[src/rtl/bdq_pkg.sv]
// Package for the bounded deque with dump.
// Holds widths, command and status codes, controller states and the cell op struct.
// No dependencies.
package bdq_pkg;

    localparam int BDQ_DEPTH = 64;
    localparam int DATA_W    = 32;
    localparam int CMD_W     = 3;
    localparam int STATUS_W  = 3;

    typedef enum logic [CMD_W-1:0] {
        CMD_PUSH_FRONT = 3'd0,
        CMD_POP_FRONT  = 3'd1,
        CMD_PUSH_REAR  = 3'd2,
        CMD_POP_REAR   = 3'd3,
        CMD_DUMP       = 3'd4
    } cmd_t;

    typedef enum logic [STATUS_W-1:0] {
        ST_PUSHED = 3'd0,
        ST_POPPED = 3'd1,
        ST_EMPTY  = 3'd2,
        ST_FULL   = 3'd3,
        ST_DUMPED = 3'd4
    } status_t;

    typedef enum logic [1:0] {
        S_IDLE,
        S_ROTATE,
        S_DUMP
    } state_t;

    // Operation broadcast to every cell of the chain.
    typedef struct packed {
        logic push_front;
        logic pop_front;
        logic push_rear;
        logic rotate;
    } cell_op_t;

endpackage

[src/rtl/bdq_cell.sv]
// One storage cell of the deque chain: an element and its valid flag.
// Depends on bdq_pkg; instantiated in a row by the top level.
module bdq_cell
    import bdq_pkg::*;
(
    input  logic                     clk,
    input  logic                     rst_n,
    input  cell_op_t                 op,
    input  logic signed [DATA_W-1:0] value,
    input  logic signed [DATA_W-1:0] head_data,
    input  logic signed [DATA_W-1:0] left_data,
    input  logic                     left_valid,
    input  logic signed [DATA_W-1:0] right_data,
    input  logic                     right_valid,
    output logic signed [DATA_W-1:0] data,
    output logic                     valid
);

    logic signed [DATA_W-1:0] data_reg;
    logic signed [DATA_W-1:0] data_next;
    logic                     valid_reg;
    logic                     valid_next;
    logic                     is_rear;

    assign is_rear = valid_reg && !right_valid;

    always_comb
    begin
        data_next  = data_reg;
        valid_next = valid_reg;
        if (op.push_front)
        begin
            data_next  = left_data;
            valid_next = left_valid;
        end
        else if (op.pop_front)
        begin
            data_next  = right_data;
            valid_next = right_valid;
        end
        else if (op.push_rear)
        begin
            if (!valid_reg && left_valid)
            begin
                data_next  = value;
                valid_next = 1'b1;
            end
        end
        else if (op.rotate && valid_reg)
        begin
            // rear cell wraps the head element around
            data_next = is_rear ? head_data : right_data;
        end
    end

    always_ff @(posedge clk or negedge rst_n)
    begin
        if (!rst_n)
            valid_reg <= 1'b0;
        else
            valid_reg <= valid_next;
    end

    always_ff @(posedge clk)
    begin
        data_reg <= data_next;
    end

    assign data  = data_reg;
    assign valid = valid_reg;

endmodule

[config.mk]
export PLATFORM = sky130hd
export DESIGN_NAME = bdq_cell
export DESIGN_NICKNAME = d
export VERILOG_FILES = /design/src/rtl/bdq_pkg.sv /design/src/rtl/bdq_cell.sv
export SDC_FILE = /design/constraint.sdc
export NUM_CORES = 1
export LEC_CHECK = 0
export ABC_AREA = 0
export ABC_CLOCK_PERIOD_IN_PS = 5150
export BUFFER_PORTS_ARGS = -buffer_cell sky130_fd_sc_hd__buf_2
export CAP_MARGIN = 20
export CORE_AREA = 2 2 88 81
export DETAILED_ROUTE_END_ITERATION = 12
export DIE_AREA = 0 0 90 83
export GPL_TIMING_DRIVEN = 0
export HOLD_SLACK_MARGIN = 0.06
export PLACE_DENSITY = 0.72
export SYNTH_ARGS = -nofsm -noshare
export SYNTH_HDL_FRONTEND = slang
export SYNTH_SLANG_ARGS = --single-unit
[constraint.sdc]
create_clock -name clk -period 5.15 [get_ports clk]
set_clock_uncertainty 0.05 [all_clocks]
set_input_delay 0.2575 -clock clk [delete_from_list [all_inputs] [get_ports clk]]
set_output_delay 0.2575 -clock clk [all_outputs]
set_load 0.03 [all_outputs]
Word level (Yosys, flattened, before mapping)
Cells that the tools add are included.

Reductions and logical operators: 10. Equal/unequal tests: 1. Mux-type cells: 10.

Operator list (number): two-way mux 32 bit (6); nonzero test 3 bit (2); two-way mux 1 bit (4); inequality test 4 x 1 -> 1 bit, second input constant (1); AND reduction 2 bit (2); nonzero test 4 bit (1); logical AND 1 bit (3); logical NOT 1 bit (2).

Register bits: 33.

Logic depth before layout (Yosys ltp)
Gate-level depths: netlist (run 1).

Depth after elaboration: 7. Mapped depth: 5. Depth with buffers taken out: 3.

Worst setup path before layout (run 1)
Ideal clock, no wire load.

Path type: flip-flop to flip-flop. From: register valid_reg (netlist: valid). To: register data_reg[0] (netlist: data[0]) (enable). Setup slack: 2.419 ns. Data required time: 4.664 ns. Clock period less this slack: 2.731 ns. Buffers on the path: 0. Stages on the path, launching flop included: 3. Arrival: 2.245 ns. Path through: dfrtp_1 > nand2_1 > o221ai_1.

Word-level cells in the longest chain between the ends: 4. Elaborated cells between the ends (all ways): 6.

Ends and longest elaborated chain: start: declaration (RTL line bdq_cell.sv:21) `logic valid_reg;`; start signal: assignment (RTL line bdq_cell.sv:61) `valid_reg <= valid_next;`; logical NOT 1 bit (RTL line bdq_cell.sv:43) `if (!valid_reg && left_valid)`; logical AND 1 bit (RTL line bdq_cell.sv:43); inequality test 4 x 1 -> 1 bit (no source line); AND reduction 2 bit (no source line) *; end signal: assignment (RTL line bdq_cell.sv:66) `data_reg <= data_next;`; end: declaration (RTL line bdq_cell.sv:19) `logic signed [DATA_W-1:0] data_reg;`.

Mark *: on every way between the ends. The rest lies on a longest branch, timed or not. A chain may end at the register's enable or synchronous reset.

Worst setup path in the final report (run 1)
From: register valid_reg (netlist: valid). To: register data_reg[13] (netlist: data[13]) (enable).

Same word-level chain as after synthesis.

==> impl_metrics.ini, run 1 <==
[cts]
numCtsBuffers = 5
htree_levels = 2
cts_tree = done
root_buffer = clkbuf_8
clkTransAtPathRegs_ns = 0.08
clkLatencyLatePin_ns = 0.28
post_cts_buffers = 0
clock_sinks = 33
clockBufferDepth = 2

[route]
post-route-drc-count = 0
drt-pass1-iter-count = 4
ant_nets = 0
dr.first_iter.drc_count = 156
routed_wl_mm = 8.26
route.vias.total = 2804
viasPerCell = 5.02
wl_per_cell_um = 14.8

[sta]
hold_viol_final = 0
maxSlewViolCount = 0
finalSetupViolations = 0
layout_min_cycle_time_ns = 1.74
period_share = 0.337
rsz0062_at_grt = false
tightest_slew_ns = 0.705
timing.fmax_ghz = 0.575
hold_ws_ns = 0.162
fin_setup_tns_ns = 0
max_slew_margin = 0.530

[grt]
grt_pass1_vias = 2812
grt_max_degree = 18
grt_pass1_wl_mm = 13.2
grt.overflow.total = 0
antenna_found_initial = 0
grt_usage = 0.214

[cells_and_area]
largest_reg_flops = 32
n_antenna_cell = 0
layout_commonest_cell = buf_2
drive_above_1_share = 0.416
fin_nets = 604
syn_to_final_growth_pct = 43.3
finalInstanceArea_um2 = 3670
layout_common_cells = 175 x buf_2, 66 x nand2_1, 34 x nand2b_1

[logic_synthesis]
seq_area_frac_synth = 0.385
netlist_instances = 292
syn_avg_cell_area_um2 = 8.78
yosysWarnings = 0
syn_area_um2 = 2560
syn_nets = 428
ys_ff_latch = 33
synth_cell_type_count = 19

[floorplanning]
ios = 169
die_x_um = 90
core_area_um2 = 6520
die_h_um = 83
fp.dieArea_um2 = 7470
num_rows = 28
start_util = 0.393

[worst_hold_path]
hold_class = input pin to register

[flow_run]
maxCapViolCount = 0

[worst_setup_path]
start_kind = register
crit_arrival_ns = 1.68
required_ns = 5.09
crit_fanout = 17
path_class = register to register
end_kind = register

[placed_design]
place_congestion = 0.914
io_buffers = 167
placed_area_um2 = 3560
hpwl_mm = 6.32

[pwr]
total_power_uw = 874
leakage_nw = 1.78
power_density_nw_per_um2 = 238
max-vdd-ir-drop_mv = 0.105

[status]
status = completed
-- timing repair --
item | 4_1_cts | 5_1_grt
gates resized for setup | 0 | 0
hold buffers | 1 | 0
endpoints found under the hold margin | 1 | 0
-- layout make-up --
type	count	area (um2)
Fill cell	628	2840
Clock inverter	2	33.8
Sequential cell	33	986
Tap cell	90	113
Multi-Input combinational cell	234	1440
Timing Repair Buffer	169	873
Buffer	25	156
Clock buffer	6	72.6
-- report_power, final --
part,internal [mW],switching (mW),total [mW]
registers,0.331,0.00777,0.338
logic,0.120,0.171,0.291
clock network,0.143,0.101,0.244
-- cells in the mapped netlist --
cell type,n,area share
a21oi_1,33,0.064
a221o_1,1,0.0039
buf_1,1,0.0015
buf_2,8,0.016
buf_4,8,0.023
buf_6,3,0.013
clkbuf_1,5,0.0073
dfrtp_1,1,0.0098
edfxtp_1,32,0.37
mux2i_1,32,0.12
nand2_1,66,0.097
nand2b_1,34,0.083
nor2_1,1,0.0015
nor2_2,1,0.0024
nor2b_1,1,0.0024
o21ai_0,7,0.014
o21ai_1,25,0.049
o221ai_1,1,0.0034
o2bb2ai_1,32,0.11
-- logic make-up (layout without fill, tap and decap cells) --
kind of cell / after synthesis / after routing / share of synthesized area
simple gates: 103 / 103 / 0.186
flops: 33 / 33 / 0.385
buf+inv: 25 / 202 / 0.0610
mux: 32 / 32 / 0.125
compound gates: 99 / 99 / 0.244
-- stage by stage --
step / cells / worst slack (ns) / util
floorplan: 292 / 2.42 / -
global placement: 549 / 1.51 / 0.539
detailed placement: 550 / 3.27 / 0.546
CTS: 559 / 3.39 / 0.564
global route: 559 / 3.34 / 0.564
finish: 559 / 3.41 / 0.564
-- per-layer routing --
metal,vias to the layer above,track usage,wire (um)
li1,1410,-,-
met1,1244,0.268,3490
met2,136,0.370,3960
met3,14,0.0417,634
met4,0,0.0727,179
met5,-,0,0
-- path summary, 6_finish.rpt --
path,startpoint,endpoint,slack [ns],depth (start not counted)
max in group asynchronous,rst_n,valid$_DFFE_PN0P_,4.73,2
setup / recovery,valid$_DFFE_PN0P_,data[13]$_DFFE_PP_,3.41,3
setup reg to reg,valid$_DFFE_PN0P_,data[13]$_DFFE_PP_,3.41,3
hold reg to reg,valid$_DFFE_PN0P_,valid$_DFFE_PN0P_,0.77,3
hold / removal,right_valid,valid$_DFFE_PN0P_,0.16,2
min in group asynchronous,rst_n,valid$_DFFE_PN0P_,0.24,2
-- critical path, stage by stage (launching register included) --
cell	delay, ns
dfrtp_1	0.45
nand2_1	0.12
o221ai_4	0.58
buf_16	0.23
No activity file was read; power rests on OpenSTA's default activity.
==> run 2: changes to the inputs <==
ABC_CLOCK_PERIOD_IN_PS = 1400   (was 5150)
CORE_AREA = 2 2 89 82   (was 2 2 88 81)
DIE_AREA = 0 0 91 84   (was 0 0 90 83)
PLACE_DENSITY = 0.73   (was 0.72)
clock period = 1.4 ns   (was 5.15 ns; I/O delays follow)
==> run 2 against run 1 <==
Effect of this change:
- the flow now finishes with violations (setup timing)
- total power rose to 3.6 times the previous value
- global-route usage up 1.3 points
- flip-flop and latch count unchanged
==> impl_metrics.ini, run 2 (same netlist as run 1, synthesis figures left out) <==
[status]
status = finished, violations left
violations = setup timing

[grt]
antenna_found_initial = 0
grt_pass1_vias = 2937
grt.overflow.total = 0
grt_pass1_wl_mm = 14.0
grt_max_degree = 23
grt_usage = 0.228

[cts]
root_buffer = clkbuf_8
numCtsBuffers = 5
clkLatencyLatePin_ns = 0.28
clockBufferDepth = 2
clkTransAtPathRegs_ns = 0.07
htree_levels = 2
cts_tree = done
clock_sinks = 33

[sta]
worst_slack_ns = -0.00495
finalSetupViolations = 1
layout_min_cycle_time_ns = 1.40
hold_viol_final = 0
max_slew_margin = 0.623
tightest_slew_ns = 0.565
period_share = 1.00
rsz0062_at_grt = true
timing.fmax_ghz = 0.712
maxSlewViolCount = 0
hold_ws_ns = 0.0814

[floorplanning]
ios = 169
core_area_um2 = 6820
num_rows = 29
fp.dieArea_um2 = 7640
die_h_um = 84
die_x_um = 91
start_util = 0.376

[worst_setup_path]
required_ns = 1.39
r2r_end = data[18]$_DFFE_PP_
r2r_cells = 5
path_class = register to register
end_kind = register
start_kind = register
reg2reg_from = valid$_DFFE_PN0P_
crit_fanout = 10
crit_arrival_ns = 1.40
ff2ff_setup_slack_ns = -0.005

[worst_hold_path]
hold_depth = 3
min_to = data[20]$_DFFE_PP_
hp-start = head_data[20]
hold_class = input pin to register

[route]
ant_nets = 0
post-route-drc-count = 0
route.vias.total = 2899
wl_per_cell_um = 15.2
viasPerCell = 5.04
drt-pass1-iter-count = 5
routed_wl_mm = 8.76
dr.first_iter.drc_count = 172

[cells_and_area]
fill_cells = 667
fin_nets = 617
syn_to_final_growth_pct = 49.4
drive_above_1_share = 0.434
instances_no_fill = 575
layout_common_cells = 175 x buf_2, 65 x nand2_1, 34 x nand2b_1
n_antenna_cell = 0
finalInstanceArea_um2 = 3830
multi_input_area_um2 = 1450
layout_commonest_cell = buf_2
largest_reg_flops = 32
seq_area_um2 = 987

[pwr]
leakage_nw = 1.86
max-vdd-ir-drop_mv = 0.334
power_density_nw_per_um2 = 811
total_power_mw = 3.11

[placed_design]
place_congestion = 0.858
io_buffers = 167
place_inst = 553
hpwl_mm = 6.60
placed_area_um2 = 3580

[flow_run]
maxCapViolCount = 0
==> run 2: changes by cell type in the layout (fill, tap and decap cells not counted), sizes merged <==
cell,before,now
dlygate4sd3,1,4
bufinv,1,0
clkinv,1,2
buf,188,196
clkbuf,11,13
==> run 2: final cells by class <==
type	count	share of cell area
multi-input cells	234	0.377
repair buffers	182	0.264
flip-flops and latches	33	0.258
plain buffers	25	0.0487
well taps	93	0.0304
clock buffers	6	0.0189
clock inverters	2	0.00261
==> run 2: worst max-delay path by stage <==
stage / slack (ns) / to / from
final: -0.005 / data[18]$_DFFE_PP_ / valid$_DFFE_PN0P_
after CTS: -0.01 / data[18]$_DFFE_PP_ / valid$_DFFE_PN0P_
after detailed placement: -0.22 / data[6]$_DFFE_PP_ / op[2]
after global placement: -0.48 / data[6]$_DFFE_PP_ / valid$_DFFE_PN0P_
after floorplan: -0.28 / data[0]$_DFFE_PP_ / valid$_DFFE_PN0P_
after global routing: -0.09 / data[18]$_DFFE_PP_ / valid$_DFFE_PN0P_
==> run 2: per-stage QoR <==
stage                      util  TNS (ns)  setup WS [ns]
final                     0.561  -0.00495       -0.00495
after detailed placement  0.525     -6.47         -0.225
after CTS                 0.552   -0.0227        -0.0115
after floorplan               -     -9.37         -0.277
after global routing      0.561     -1.68        -0.0855
after global placement    0.521    -15.82         -0.483
==> run 2: critical path: stages, from the launching register on <==
cell	delay (ns)
dfrtp_2	0.42
nand2b_1	0.09
buf_6	0.14
buf_12	0.15
mux2i_1	0.21
o2bb2ai_1	0.09
==> run 2: layer usage <==
layer	part of all wire	routed length, um	GRT usage	vias to the layer above
met5	0	0	0	-
met2	0.51	4450	0.407	135
met3	0.076	664	0.0407	12
met1	0.40	3500	0.275	1313
met4	0.016	144	0.0785	0
li1	-	-	-	1439
==> run 2: where the power goes <==
part / switching (mW) / internal (mW) / total (mW) / leakage (nW)
clock: 0.366 / 0.345 / 0.710 / 0.0450
combinational: 0.648 / 0.499 / 1.15 / 1.48
sequential: 0.0298 / 1.22 / 1.25 / 0.334
total: 1.04 / 2.06 / 3.11 / 1.86
==> run 2: timing repair <==
item / CTS / global route
setup endpoints to repair: 62 / 58
hold buffers: 4 / 0
hold endpoints to repair: 2 / 0
pin swaps: 1 / 0
setup buffers: 6 / 2
resized for setup: 3 / 6
cloned: 0 / 2
