## src/rtl/bdq_pkg.sv

```systemverilog
// Package for the bounded deque with dump.
// Holds widths, command and status codes, controller states and the cell op struct.
// No dependencies.
package bdq_pkg;

    localparam int BDQ_DEPTH = 64;
    localparam int DATA_W    = 32;
    localparam int CMD_W     = 3;
    localparam int STATUS_W  = 3;

    typedef enum logic [CMD_W-1:0] {
        CMD_PUSH_FRONT = 3'd0,
        CMD_POP_FRONT  = 3'd1,
        CMD_PUSH_REAR  = 3'd2,
        CMD_POP_REAR   = 3'd3,
        CMD_DUMP       = 3'd4
    } cmd_t;

    typedef enum logic [STATUS_W-1:0] {
        ST_PUSHED = 3'd0,
        ST_POPPED = 3'd1,
        ST_EMPTY  = 3'd2,
        ST_FULL   = 3'd3,
        ST_DUMPED = 3'd4
    } status_t;

    typedef enum logic [1:0] {
        S_IDLE,
        S_ROTATE,
        S_DUMP
    } state_t;

    // Operation broadcast to every cell of the chain.
    typedef struct packed {
        logic push_front;
        logic pop_front;
        logic push_rear;
        logic rotate;
    } cell_op_t;

endpackage

```

## src/rtl/bdq_cmd_if.sv

```systemverilog
// Command channel: valid/ready handshake carrying one command word.
// Depends on bdq_pkg.
interface bdq_cmd_if
    import bdq_pkg::*;
();
    logic                     valid;
    logic                     ready;
    logic [CMD_W-1:0]         command;
    logic signed [DATA_W-1:0] value;

    modport source (output valid, output command, output value, input ready);
    modport sink   (input valid, input command, input value, output ready);
endinterface

```

## src/rtl/bdq_res_if.sv

```systemverilog
// Result channel: valid/ready handshake carrying one result word.
// Depends on bdq_pkg.
interface bdq_res_if
    import bdq_pkg::*;
();
    logic                     valid;
    logic                     ready;
    logic signed [DATA_W-1:0] data;
    logic [STATUS_W-1:0]      status;
    logic                     last;

    modport source (output valid, output data, output status, output last, input ready);
    modport sink   (input valid, input data, input status, input last, output ready);
endinterface

```

## src/rtl/bdq_ctrl.sv

```systemverilog
// Deque controller: command decode, element count, rotate/dump sequencing, result register.
// Depends on bdq_pkg, bdq_cmd_if, bdq_res_if; drives the op of the cell chain.
module bdq_ctrl
    import bdq_pkg::*;
#(
    parameter int DEPTH = BDQ_DEPTH
)
(
    input  logic                     clk,
    input  logic                     rst_n,
    bdq_cmd_if.sink                  cmd,
    bdq_res_if.source                res,
    input  logic signed [DATA_W-1:0] head_data,
    output cell_op_t                 op
);

    localparam int CNT_W = $clog2(DEPTH + 1);

    state_t                   state_reg, state_next;
    logic [CNT_W-1:0]         count_reg, count_next;
    logic [CNT_W-1:0]         step_reg, step_next;
    logic                     out_valid_reg;
    logic signed [DATA_W-1:0] out_data_reg, out_data_next;
    status_t                  out_status_reg, out_status_next;
    logic                     out_last_reg, out_last_next;
    logic                     load;
    logic                     out_free;
    logic                     full;
    logic                     empty;
    cmd_t                     command;

    assign out_free = !out_valid_reg || res.ready;
    assign full     = (count_reg == CNT_W'(DEPTH));
    assign empty    = (count_reg == '0);
    assign command  = cmd_t'(cmd.command);

    // next state
    always_comb
    begin
        state_next = state_reg;
        count_next = count_reg;
        step_next  = step_reg;
        case (state_reg)
            S_IDLE:
            begin
                if (cmd.valid && out_free)
                begin
                    case (command)
                        CMD_PUSH_FRONT, CMD_PUSH_REAR:
                            if (!full)
                                count_next = count_reg + 1'b1;
                        CMD_POP_FRONT:
                            if (!empty)
                                count_next = count_reg - 1'b1;
                        CMD_POP_REAR:
                            if (!empty)
                            begin
                                state_next = S_ROTATE;
                                step_next  = count_reg - 1'b1;
                            end
                        CMD_DUMP:
                            if (!empty)
                            begin
                                state_next = S_DUMP;
                                step_next  = count_reg;
                            end
                        default: ;
                    endcase
                end
            end
            S_ROTATE:
            begin
                if (step_reg != '0)
                    step_next = step_reg - 1'b1;
                else if (out_free)
                begin
                    state_next = S_IDLE;
                    count_next = count_reg - 1'b1;
                end
            end
            S_DUMP:
            begin
                if (out_free)
                begin
                    step_next = step_reg - 1'b1;
                    if (step_reg == CNT_W'(1))
                        state_next = S_IDLE;
                end
            end
            default: state_next = S_IDLE;
        endcase
    end

    // outputs
    always_comb
    begin
        op              = '0;
        load            = 1'b0;
        out_data_next   = '0;
        out_status_next = ST_PUSHED;
        out_last_next   = 1'b1;
        cmd.ready       = (state_reg == S_IDLE) && out_free;
        case (state_reg)
            S_IDLE:
            begin
                if (cmd.valid && out_free)
                begin
                    case (command)
                        CMD_PUSH_FRONT, CMD_PUSH_REAR:
                        begin
                            load = 1'b1;
                            if (full)
                                out_status_next = ST_FULL;
                            else
                            begin
                                out_status_next = ST_PUSHED;
                                op.push_front   = (command == CMD_PUSH_FRONT);
                                op.push_rear    = (command == CMD_PUSH_REAR);
                            end
                        end
                        CMD_POP_FRONT:
                        begin
                            load = 1'b1;
                            if (empty)
                                out_status_next = ST_EMPTY;
                            else
                            begin
                                out_status_next = ST_POPPED;
                                out_data_next   = head_data;
                                op.pop_front    = 1'b1;
                            end
                        end
                        CMD_POP_REAR, CMD_DUMP:
                        begin
                            if (empty)
                            begin
                                load            = 1'b1;
                                out_status_next = ST_EMPTY;
                            end
                        end
                        default: ;
                    endcase
                end
            end
            S_ROTATE:
            begin
                // rear element is brought to the head, then popped from the front
                if (step_reg != '0)
                    op.rotate = 1'b1;
                else if (out_free)
                begin
                    load            = 1'b1;
                    out_data_next   = head_data;
                    out_status_next = ST_POPPED;
                    op.pop_front    = 1'b1;
                end
            end
            S_DUMP:
            begin
                if (out_free)
                begin
                    load            = 1'b1;
                    out_data_next   = head_data;
                    out_status_next = ST_DUMPED;
                    out_last_next   = (step_reg == CNT_W'(1));
                    op.rotate       = 1'b1;
                end
            end
            default: ;
        endcase
    end

    always_ff @(posedge clk or negedge rst_n)
    begin
        if (!rst_n)
        begin
            state_reg     <= S_IDLE;
            count_reg     <= '0;
            step_reg      <= '0;
            out_valid_reg <= 1'b0;
        end
        else
        begin
            state_reg <= state_next;
            count_reg <= count_next;
            step_reg  <= step_next;
            if (load)
                out_valid_reg <= 1'b1;
            else if (res.ready)
                out_valid_reg <= 1'b0;
        end
    end

    always_ff @(posedge clk)
    begin
        if (load)
        begin
            out_data_reg   <= out_data_next;
            out_status_reg <= out_status_next;
            out_last_reg   <= out_last_next;
        end
    end

    assign res.valid  = out_valid_reg;
    assign res.data   = out_data_reg;
    assign res.status = out_status_reg;
    assign res.last   = out_last_reg;

endmodule

```

## src/flat_wrapper.sv

```systemverilog
// flat-port wrapper written by rule: the top's interface ports become plain ports
module bdq_ctrl_flat import bdq_pkg::*;
#(
    parameter int DEPTH = BDQ_DEPTH
)
  (clk, rst_n, head_data, op, cmd_valid, cmd_command, cmd_value, cmd_ready, res_valid, res_data, res_status, res_last, res_ready);
  bdq_cmd_if cmd_i ();
  bdq_res_if res_i ();
  input  logic clk;
  input  logic rst_n;
  input  logic signed [DATA_W-1:0] head_data;
  output cell_op_t op;
  input wire logic [$bits(cmd_i.valid)-1:0] cmd_valid;
  input wire logic [$bits(cmd_i.command)-1:0] cmd_command;
  input wire logic [$bits(cmd_i.value)-1:0] cmd_value;
  output wire logic [$bits(cmd_i.ready)-1:0] cmd_ready;
  output wire logic [$bits(res_i.valid)-1:0] res_valid;
  output wire logic [$bits(res_i.data)-1:0] res_data;
  output wire logic [$bits(res_i.status)-1:0] res_status;
  output wire logic [$bits(res_i.last)-1:0] res_last;
  input wire logic [$bits(res_i.ready)-1:0] res_ready;
  assign cmd_i.valid = cmd_valid;
  assign cmd_i.command = cmd_command;
  assign cmd_i.value = cmd_value;
  assign cmd_ready = cmd_i.ready;
  assign res_valid = res_i.valid;
  assign res_data = res_i.data;
  assign res_status = res_i.status;
  assign res_last = res_i.last;
  assign res_i.ready = res_ready;
  bdq_ctrl #(.DEPTH(DEPTH)) u_core (.clk(clk), .rst_n(rst_n), .cmd(cmd_i), .res(res_i), .head_data(head_data), .op(op));
endmodule
```

## config.mk

```make
export PLATFORM = sky130hd
export DESIGN_NAME = bdq_ctrl_flat
export DESIGN_NICKNAME = d
export VERILOG_FILES = /design/src/rtl/bdq_pkg.sv /design/src/rtl/bdq_cmd_if.sv /design/src/rtl/bdq_res_if.sv /design/src/rtl/bdq_ctrl.sv /design/src/flat_wrapper.sv
export SDC_FILE = /design/constraint.sdc
export NUM_CORES = 1
export LEC_CHECK = 0
export BUFFER_PORTS_ARGS = -buffer_cell sky130_fd_sc_hd__buf_2
export CAP_MARGIN = 20
export CORE_UTILIZATION = 48
export CTS_BUF_LIST = sky130_fd_sc_hd__clkbuf_4
export DETAILED_ROUTE_END_ITERATION = 8
export GPL_ROUTABILITY_DRIVEN = 0
export PLACE_DENSITY = 0.79
export SYNTH_ARGS = -nofsm -noshare
export SYNTH_HDL_FRONTEND = slang
export SYNTH_SLANG_ARGS = --single-unit
```

## constraint.sdc

```tcl
create_clock -name clk -period 4.4 [get_ports clk]
set_input_delay 0.66 -clock clk [delete_from_list [all_inputs] [get_ports clk]]
set_output_delay 0.66 -clock clk [all_outputs]
set_load 0.02 [all_outputs]
```

-- After elaboration in Yosys (flattened, before gate mapping)
Cells that the tools add are included.
- flip-flop bits (word level): 53
- input bits: 71
- output and inout bits: 42
- logic and storage cells: 105
- add/subtract/negate cells: 3
- eq/ne operators: 20
- mux-type cells: 57
- reductions and logical operators: 18
- operators with widths (cell ; count):
    $mux W32 ; 5
    $pmux W32 S3 ; 1
    $mux W7 ; 9
    $pmux W7 S2 ; 3
    $pmux W7 S3 ; 1
    $mux W2 ; 10
    $ne A3 B3 Y1 const B ; 6
    $pmux W3 S3 ; 2
    $mux W1 ; 16
    $reduce_and A7 Y1 ; 2
    $sub A7 B1 Y7 const B ; 2
    $mux W3 ; 4
    $ne A2 B1 Y1 const B ; 4
    $reduce_and A8 Y1 ; 1
    $add A7 B1 Y7 const B ; 1
    $eq A7 B1 Y1 const B ; 1
    $eq A7 B7 Y1 const B ; 1
    $logic_not A7 Y1 ; 1
    $reduce_bool A7 Y1 ; 1
    $eq A3 B2 Y1 const B ; 2
    $pmux W1 S2 ; 3
    $pmux W2 S3 ; 1
    $ne A2 B2 Y1 const B ; 2
    $pmux W2 S2 ; 1
    15 further kinds ; 18

-- Depth between registers and ports, before layout
Gate-level depths: netlist (run 1).
- word-level depth: 6
- gate-level depth with buffers: 8

-- Worst setup path before layout (run 1)
No wires, ideal clock.
- kind: reg-to-reg
- start: register u_core.count_reg[0]
- end: register u_core.out_data_reg[0] (netlist: u_core.res.data[0]) (enable)
- setup time: 0.442 ns
- arrival: 3.474 ns
- required time: 3.958 ns
- path slack: 0.484 ns
- stages on the path, launching flop included: 7
- path through: dfrtp_1 -> inv_1 -> ha_1 -> or3b_2 -> nor4_1 -> o2111ai_1 -> a21oi_1
- word-level cells in the longest chain between the ends: 5
- ends and longest elaborated chain (item ; RTL line ; source):
    from (decl) ; bdq_ctrl.sv:20 ; logic [CNT_W-1:0] count_reg, count_next;
    from (signal assigned) ; bdq_ctrl.sv:185 ; count_reg <= count_next;
    $logic_not A7 Y1 ; bdq_ctrl.sv:34 ; assign empty = (count_reg == '0);
    $mux W1 ; bdq_ctrl.sv:135 ; if (empty)
    $pmux W1 S2 ; bdq_ctrl.sv:108 ; case (command)
    $mux W1 ; bdq_ctrl.sv:106 ; if (cmd.valid && out_free)
    $pmux W1 S3 ; bdq_ctrl.sv:103 ; case (state_reg)
    net u_core.load ; bdq_ctrl.sv:26 ; logic load;
    to (signal assigned) ; bdq_ctrl.sv:198 ; out_data_reg <= out_data_next;
    to (decl) ; bdq_ctrl.sv:23 ; logic signed [DATA_W-1:0] out_data_reg, out_data_next;
The timed path passes the listed nets, and every way through them passes these cells.
A chain may end at the register's enable or synchronous reset.

==> impl_metrics.tcl, run 1 <==
set metrics [dict create \
    layout.nets 409 \
    syn_inst 254 \
    grt_max_degree 38 \
    grt_pass1_vias 1920 \
    detailedRoute.firstPassIterationCount 4 \
    buffer_ports.inserted 80 \
    tightestPinTransition_ns 0.794 \
    core_area_um2 5610 \
    cts_tree "yes" \
    place.detailed.hpwl_um 4430 \
    fp-row-count 27 \
    cp-start-kind "register" \
    worstSkewPairLatency_ns 0.38 \
    die_x_um 79.1 \
    yosysWarningCount 0 \
    synth.cell_area_um2 2860 \
    seq_power_share 0.406 \
    max-clock-path-buffers 2 \
    sequential_cell_area_in_the_final_layout_um2 1510 \
    intPower_uw 1240 \
    r2r-end "u_core.res.data[10]" \
    worstReg2RegStart "u_core.count_reg[0]" \
    fp.dieH_um 79.1 \
    avgViaCountPerCell 5.47 \
    preCtsSetupSlack_ns 1.49 \
    grt.overflow.total 0 \
    yosysSeqAreaShare 0.527 \
    start_util 0.509 \
    drv_slew 0 \
    clkTransAtPathRegs_ns 0.15 \
    irDropWorstVdd_uv 321 \
    slew_headroom 0.468 \
    antenna_cells 0 \
    power.switching_fraction 0.433 \
    worst_setup_path_startpoint "u_core.count_reg[0]" \
    worstSetupEndpointType "output port" \
    timing.critical_path.fanout_max 8 \
    setup-tns-final_ns 0 \
    cts_hold_buf 0 \
    io_pins 113 \
    deepest_level_of_the_cts_h_tree 2 \
    via_count 2206 \
    r2r.worst_path.cells 7 \
    clock_skew_ns 0.0223 \
    dieArea_um2 6260 \
    largest_register_ff_count 32 \
    fin_crit_sh 0.732 \
    timing.final.hold_violations 0 \
    grt_pass1_wl_um 9360 \
    crit_required_ns 3.74 \
    reg2reg_slack_ns 1.42 \
    post_synth_num_cell_types 50 \
    hold-worst-slack_ns 0.189 \
    routed_wire_length_per_instance_um 14.9 \
    numClockSinks 53 \
    power.switching_uw 952 \
    drcViolationCount 0 \
    static-leakage-power_uw 0.00141 \
    drt_wl_total_um 6020 \
    grt_antenna_before_repair 0 \
    clkPwrFrac 0.103 \
    synth-main-ff-cell "edfxtp_1" \
    hold_class "input pin to async pin" \
    cts_resized 0 \
    multi_input_gate_area_um2 1220 \
    critical_path_arrival_ns 2.56 \
    synthArstFlopShare 0.321 \
    syn_area_per_cell_um2 11.2 \
    combinationalPowerShare 0.490 \
    finalSetupViolations 0 \
    critPathKind "register to output port" \
    clock.fmax_mhz 310 \
    synth.ff_latch_count 53 \
    post-cts-setup-buffers 0 \
    mappedNetlistNets 333 \
    total_power_uw 2200 \
    pwr_cell_area_nw_per_um2 658 \
    clock_tree.root_cell "clkbuf_4" \
    max_cap_violations 0 \
    ant_nets 0 \
    status "completed" \
    grt_setup_unrepaired "false" \
    detailedRoute.firstIterationViolations 113 \
    area_delta_synth_final_pct 16.8 \
    synth_enable_flop_cells 36 \
    critPathCapture "op[2]" \
    worst_slack_setup_final_ns 1.18 \
    grt_util_all_layers 0.191 \
    drive_above_1_share 0.302 \
    finalCriticalPeriod_ns 3.22 \
    filler_cell_count 455 \
    total_clock_buffers_created_by_cts 5 \
]
[power groups by stage]
stage,sequential (uW),clock (uW),combinational [uW]
2_1_floorplan,975,0,759
3_3_place_gp,891,0,1050
3_5_place_dp,903,0,1070
4_1_cts,890,233,1080
5_1_grt,918,245,1190
6_report,892,227,1080
[cells in the final DEF (no fill, tap or decap), types with 5 or more instances in the layout]
| cell type | synthesis | final |
|---|---|---|
| a21oi_1 | 9 | 8 |
| nor2_1 | 5 | 5 |
| and4_1 | 5 | 5 |
| ha_1 | 8 | 8 |
| inv_1 | 11 | 11 |
| edfxtp_1 | 36 | 36 |
| nor3_1 | 9 | 9 |
| and2_1 | 34 | 34 |
| buf_2 | 1 | 80 |
| xnor2_1 | 10 | 10 |
| nand3_1 | 6 | 6 |
| dfrtp_1 | 17 | 17 |
| nand2_1 | 17 | 17 |
| o21ai_0 | 17 | 17 |
| clkbuf_4 | 0 | 5 |
[synth_stat cells (all sizes together) (7+ instances only)]
cell / instances / area [um^2]
a21oi: 9 / 45.0
and2: 34 / 213
buf: 7 / 72.6
dfrtp: 17 / 425
edfxtp: 36 / 1080
ha: 8 / 100
inv: 11 / 41.3
nand2: 17 / 63.8
nor3: 9 / 45.0
o21ai: 17 / 85.1
xnor2: 10 / 87.6
[layer usage]
layer | wire [um] | global-route usage | vias up
met1 | 2650 | 0.254 | 1041
met4 | 63 | 0.0509 | 0
met5 | 0 | 0 | -
met3 | 471 | 0.0494 | 8
met2 | 2840 | 0.309 | 87
li1 | - | - | 1070
[logic make-up (layout without fill, tap and decap cells)]
group                      count (synthesis)  after routing  share of synthesized area
and+or+nand+nor                          104            104                      0.216
DFF                                       53             53                      0.527
AOI/OAI and AO/OA                         49             49                      0.121
buffers and inverters                     24            101                     0.0491
xor gates and xnor gates                  12             12                     0.0368
adders and majority gates                  8              8                     0.0350
muxes                                      4              4                     0.0145
[how the worst min path moves through the flow]
stage | start | cells past startpoint | to | slack [ns]
after floorplan | rst_n | 0 | u_core.count_reg[0] | 0.36
after global placement | u_core.step_reg[1] | 2 | u_core.step_reg[1] | 0.49
after detailed placement | u_core.step_reg[1] | 2 | u_core.step_reg[1] | 0.50
after CTS | rst_n | 1 | u_core.step_reg[1] | 0.19
after global routing | rst_n | 1 | u_core.step_reg[1] | 0.20
final | rst_n | 1 | u_core.step_reg[1] | 0.19
[worst max-delay path: stages, from the launching register on]
cell and delay [ns]:
dfrtp_1 0.49, inv_1 0.13, ha_1 0.21, or3b_2 0.52
nor4_1 0.42, or4_1 0.23, nand2_1 0.05, buf_2 0.16
[layout make-up]
cell class | instances | area share
Sequential cell | 53 | 0.451
Multi-Input combinational cell | 177 | 0.366
Timing Repair Buffer | 82 | 0.124
Tap cell | 72 | 0.0270
Inverter | 11 | 0.0124
Clock buffer | 5 | 0.0112
Clock inverter | 3 | 0.00750
[per-stage QoR]
step	util	cell area [um^2]	cells
5_1_grt	0.595	3340	403
4_1_cts	0.595	3340	403
3_5_place_dp	0.584	3270	395
6_report	0.595	3340	403
2_1_floorplan	-	2860	254
3_3_place_gp	0.584	3270	395
(Power assumes the default switching activity.)
==> run 2, diff against run 1 <==
Clock period 4.4 ns to 3.02 ns, I/O delays scaled along.
==> run 2 against run 1 <==
Net effect: worst setup slack worse by 1.0 ns; register-to-register slack worse by 1.0 ns; hold slack better by 0.14 ns; total power up 47%; sequential cell count unchanged; largest power group unchanged.
==> impl_metrics.tcl, run 2 (synthesis gave the netlist of run 1 again) <==
set metrics [dict create \
    clock_tree.root_cell "clkbuf_4" \
    detailedRoute.firstIterationViolations 111 \
    drcViolationCount 0 \
    pwr_cell_area_nw_per_um2 955 \
    fp.dieH_um 79.1 \
    slew_headroom 0.455 \
    place.detailed.hpwl_um 4290 \
    largest_register_ff_count 32 \
    timing.final.hold_violations 0 \
    grt_pass1_wl_um 9690 \
    static-leakage-power_uw 0.00142 \
    grt_util_all_layers 0.199 \
    layout.cells.most_common "buf_2" \
    drv_slew 0 \
    antenna_cells 0 \
    detailedRoute.firstPassIterationCount 4 \
    cp-start-kind "register" \
    ant_nets 0 \
    fp-row-count 27 \
    multi_input_gate_area_um2 1230 \
    grt_pass1_vias 2010 \
    top_library_cells_by_usage_in_the_layout_fill_and_taps_aside "buf_2, edfxtp_1, and2_1" \
    critPathKind "register to output port" \
    reg2reg_slack_ns 0.42 \
    buffer_ports.inserted 80 \
    io_pins 113 \
    start_util 0.509 \
    grt_max_degree 38 \
    fin_crit_sh 0.943 \
    irDropWorstVdd_uv 475 \
    cts_tree "yes" \
    drt_wl_total_um 5830 \
    hold_class "input pin to register" \
    r2r-end "u_core.res.data[23]" \
    drive_above_1_share 0.309 \
    deepest_level_of_the_cts_h_tree 2 \
    layout.nets 411 \
    critical_path_arrival_ns 2.39 \
    grt_setup_unrepaired "false" \
    worst_setup_path_startpoint "u_core.count_reg[0]" \
    max_cap_violations 0 \
    core_area_um2 5610 \
    worstReg2RegStart "u_core.count_reg[0]" \
    critPathCapture "op[2]" \
    worstSkewPairLatency_ns 0.38 \
    setup-tns-final_ns 0 \
    numClockSinks 53 \
    timing.critical_path.fanout_max 8 \
    routed_wire_length_per_instance_um 14.4 \
    tightestPinTransition_ns 0.813 \
    total_power_uw 3230 \
    r2r.worst_path.cells 7 \
    clock.fmax_mhz 351 \
    total_clock_buffers_created_by_cts 5 \
    filler_cell_count 488 \
    dieArea_um2 6260 \
    via_count 2192 \
    finalSetupViolations 0 \
    sequential_cell_area_in_the_final_layout_um2 1510 \
    worstSetupEndpointType "output port" \
    finalCriticalPeriod_ns 2.85 \
    area_delta_synth_final_pct 18.3 \
    grt_antenna_before_repair 0 \
    post-cts-setup-buffers 0 \
    die_x_um 79.1 \
    grt.overflow.total 0 \
    avgViaCountPerCell 5.41 \
    crit_required_ns 2.57 \
    max-clock-path-buffers 2 \
    status "completed" \
    clkTransAtPathRegs_ns 0.17 \
    clock_skew_ns 0.0199 \
]
run 2: worst min-delay path by stage:
stage,end,cells after the start,slack [ns],start
floorplan,u_core.count_reg[0],0,0.16,rst_n
global placement,u_core.step_reg[2],1,0.41,rst_n
detailed placement,u_core.step_reg[2],1,0.41,rst_n
CTS,u_core.res.data[2],2,0.32,head_data[2]
global route,u_core.res.data[20],2,0.32,head_data[20]
finish,u_core.res.data[2],2,0.33,head_data[2]
run 2: timing repair:
action                     4_1_cts  5_1_grt
resized for setup                0        2
hold buffers                     1        0
setup endpoints to repair        0        1
hold endpoints to repair        17        0
run 2: metal layers:
layer | part of all wire | wire length (um) | vias to the layer above | GRT usage
met5 | 0 | 0 | - | 0
met4 | 0.012 | 70 | 0 | 0.0618
met3 | 0.076 | 441 | 4 | 0.0391
met2 | 0.45 | 2640 | 89 | 0.301
met1 | 0.46 | 2680 | 1017 | 0.286
li1 | - | - | 1082 | -
run 2: worst max-delay path: stages (launching register included):
cell and delay (ns):
dfrtp_1 0.49, inv_1 0.13, ha_1 0.22, or3b_2 0.52
nor4_2 0.26, or4_1 0.19, nand2_1 0.05, buf_2 0.16
run 2: report_power, final:
group          switching [uW]  internal, uW  total [uW]  leakage [uW]
clock                     233          95.4         329     0.0000318
combinational             947           651        1600      0.000842
sequential                211          1090        1300      0.000551
total                    1390          1830        3230       0.00142
run 2: final cells by class:
class | count | area share
tap | 72 | 0.0267
inverter | 11 | 0.0122
clock inverter | 3 | 0.00741
sequential | 53 | 0.446
clock buffer | 5 | 0.0111
timing repair buffer | 84 | 0.132
multi-input combinational | 177 | 0.365
run 2: stage by stage:
step           setup slack [ns]  instance area (um^2)  hold WS, ns   util  cells
2_1_floorplan             0.222                  2870        0.157      -    254
3_3_place_gp              0.342                  3290        0.409  0.587    396
3_5_place_dp              0.330                  3290        0.408  0.587    396
4_1_cts                  0.0326                  3370        0.319  0.600    405
5_1_grt                  0.0479                  3380        0.318  0.602    405
6_report                  0.172                  3380        0.328  0.602    405
==> run 3, diff against run 2 <==
Settings changed: CORE_ASPECT_RATIO set to 1.75.
==> run 3 against run 2 <==
Net effect: cell count increased by 2.0%; count of clock-buffer cells in the layout grew 1; global-route usage grew 1.1 points; clock skew is 0.0040 ns lower; worst setup slack worse by 0.035 ns; largest power group unchanged; highest routed layer unchanged.
==> impl_metrics.tcl, run 3 (synthesis gave the netlist of run 1 again) <==
set metrics [dict create \
    status "completed" \
    power.switching_uw 1430 \
    met3WireLength_um 338 \
    grt_setup_unrepaired "false" \
    intPower_uw 1870 \
    drv_slew 0 \
    detailedRoute.firstIterationViolations 88 \
    top_layer_used "met4" \
    layout.nets 415 \
    cp_slowest_cell "or3b_2" \
    max_cap_violations 0 \
    met1_length_um 2240 \
    tightestPinTransition_ns 0.808 \
    power.switching_fraction 0.432 \
    finalCriticalPeriod_ns 2.88 \
    clock_tree.root_cell "clkbuf_4" \
    crit_chain "inv_1, ha_1, or3b_2, o41ai_1, a21boi_0, buf_2" \
    timing.critical_path.fanout_max 5 \
    grt_antenna_before_repair 0 \
    largest_register_ff_count 32 \
    start_util 0.507 \
    top_library_cells_by_usage_in_the_layout_fill_and_taps_aside "buf_2, edfxtp_1, and2_1, o21ai_0, nand2_1" \
    cell_area_placed_um2 3330 \
    timing.final.hold_violations 0 \
    post-cts-setup-buffers 0 \
    clock.fmax_mhz 347 \
    grt.overflow.total 0 \
    clock_skew_ns 0.0159 \
    core_area_um2 5630 \
    detailedRoute.firstPassIterationCount 5 \
    grt_pass1_vias 2196 \
    finalSetupViolations 0 \
    cts_tree "yes" \
    crit_required_ns 2.57 \
    fp-row-count 36 \
    slew_headroom 0.459 \
    clkPwrFrac 0.098 \
    fp.dieH_um 104 \
    grt_pass1_wl_um 9840 \
    fin_crit_sh 0.955 \
    place.detailed.hpwl_um 4690 \
    critical_path_arrival_ns 2.43 \
    drcViolationCount 0 \
    worstSkewPairLatency_ns 0.39 \
    drt_wl_total_um 6160 \
    reg2reg_slack_ns 0.40 \
    clkTransAtPathRegs_ns 0.15 \
    max-clock-path-buffers 2 \
    combinationalPowerShare 0.505 \
    critical-path-top-delay-family "compound AO/OA/AOI/OAI gates" \
    antenna_cells 0 \
    hold_class "input pin to register" \
    non_filler_cell_area_final_um2 3430 \
    setup-tns-final_ns 0 \
    worstPathBufferInverterCount 2 \
    layout.cells.most_common "buf_2" \
    deepest_level_of_the_cts_h_tree 2 \
    routed_wire_length_per_instance_um 14.9 \
    total_clock_buffers_created_by_cts 5 \
    grt_max_degree 33 \
    worstSetupEndpointType "output port" \
    drive_above_1_share 0.323 \
    critical_path.max_stage_delay_ns 0.51 \
    met2WireLength_um 3300 \
    total_power_uw 3300 \
    grt_util_all_layers 0.210 \
    numClockSinks 53 \
    die_x_um 60.3 \
    io_pins 113 \
    pwr_cell_area_nw_per_um2 961 \
    cp-start-kind "register" \
    critPathKind "register to output port" \
    area_delta_synth_final_pct 20.1 \
    ant_nets 0 \
    static-leakage-power_uw 0.00144 \
    seq_power_share 0.397 \
    irDropWorstVdd_uv 474 \
    via_count 2236 \
    buffer_ports.inserted 80 \
    dieArea_um2 6280 \
    avgViaCountPerCell 5.41 \
]
==> run 3: cell types whose count changed in the layout (fill, tap and decap cells not counted), sizes merged <==
| cell | previous run | this run |
|---|---|---|
| buf | 83 | 87 |
| clkbuf | 5 | 6 |
| clkinvlp | 1 | 2 |
| inv | 12 | 11 |
| clkinv | 1 | 0 |
==> run 3: final cells by class <==
cell class / instances / area, um^2
Multi-Input combinational cell: 177 / 1250
Inverter: 11 / 41.3
Clock buffer: 6 / 45.0
Timing Repair Buffer: 88 / 475
Sequential cell: 53 / 1510
Tap cell: 76 / 95.1
Clock inverter: 2 / 15.0
Fill cell: 457 / 2200
==> run 3: final timing paths <==
kind	startpoint	cells after the start	to
min in group asynchronous	rst_n	2	u_core.state_reg[1]
setup reg to reg	u_core.count_reg[0]	7	u_core.res.data[3]
max in group asynchronous	rst_n	2	u_core.count_reg[0]
hold / removal	head_data[25]	2	u_core.res.data[25]
hold reg to reg	u_core.step_reg[1]	2	u_core.step_reg[1]
setup / recovery	u_core.step_reg[0]	6	op[0]
==> run 3: repair_timing <==
item,in CTS,in global routing
hold buffers,1,0
resized for setup,1,4
setup endpoints to repair,1,33
endpoints found under the hold margin,17,0
gates cloned,0,0
==> run 3: worst register-to-register path, delay by kind of cell, from the launching register on <==
family	cells	cell delay, ns
buffers and inverters	2	0.32
flip-flops	1	0.49
AO/OA/AOI/OAI	2	0.55
adder cells (fa/ha/maj)	1	0.20
AND/OR/NAND/NOR	2	0.76
==> run 3: stage by stage <==
step | setup WS (ns) | instances | hold slack (ns) | utilization
2_1_floorplan | 0.222 | 254 | 0.157 | -
3_3_place_gp | 0.217 | 404 | 0.416 | 0.592
3_5_place_dp | 0.158 | 404 | 0.421 | 0.592
4_1_cts | 0.0723 | 413 | 0.328 | 0.606
5_1_grt | 0.00405 | 413 | 0.327 | 0.609
6_report | 0.137 | 413 | 0.338 | 0.609
==> run 3: power groups by stage <==
stage                     logic (uW)  clock network (uW)  registers, uW
final                           1670                 322           1310
after global routing            1840                 355           1350
after CTS                       1650                 335           1300
after detailed placement        1640                   0           1310
after global placement          1610                   0           1300
after floorplan                 1120                   0           1410
==> run 3: routing by layer <==
layer | up-vias | GRT usage
met5 | - | 0
met4 | 0 | 0.128
met3 | 29 | 0.0485
met2 | 105 | 0.373
met1 | 1015 | 0.204
li1 | 1087 | -
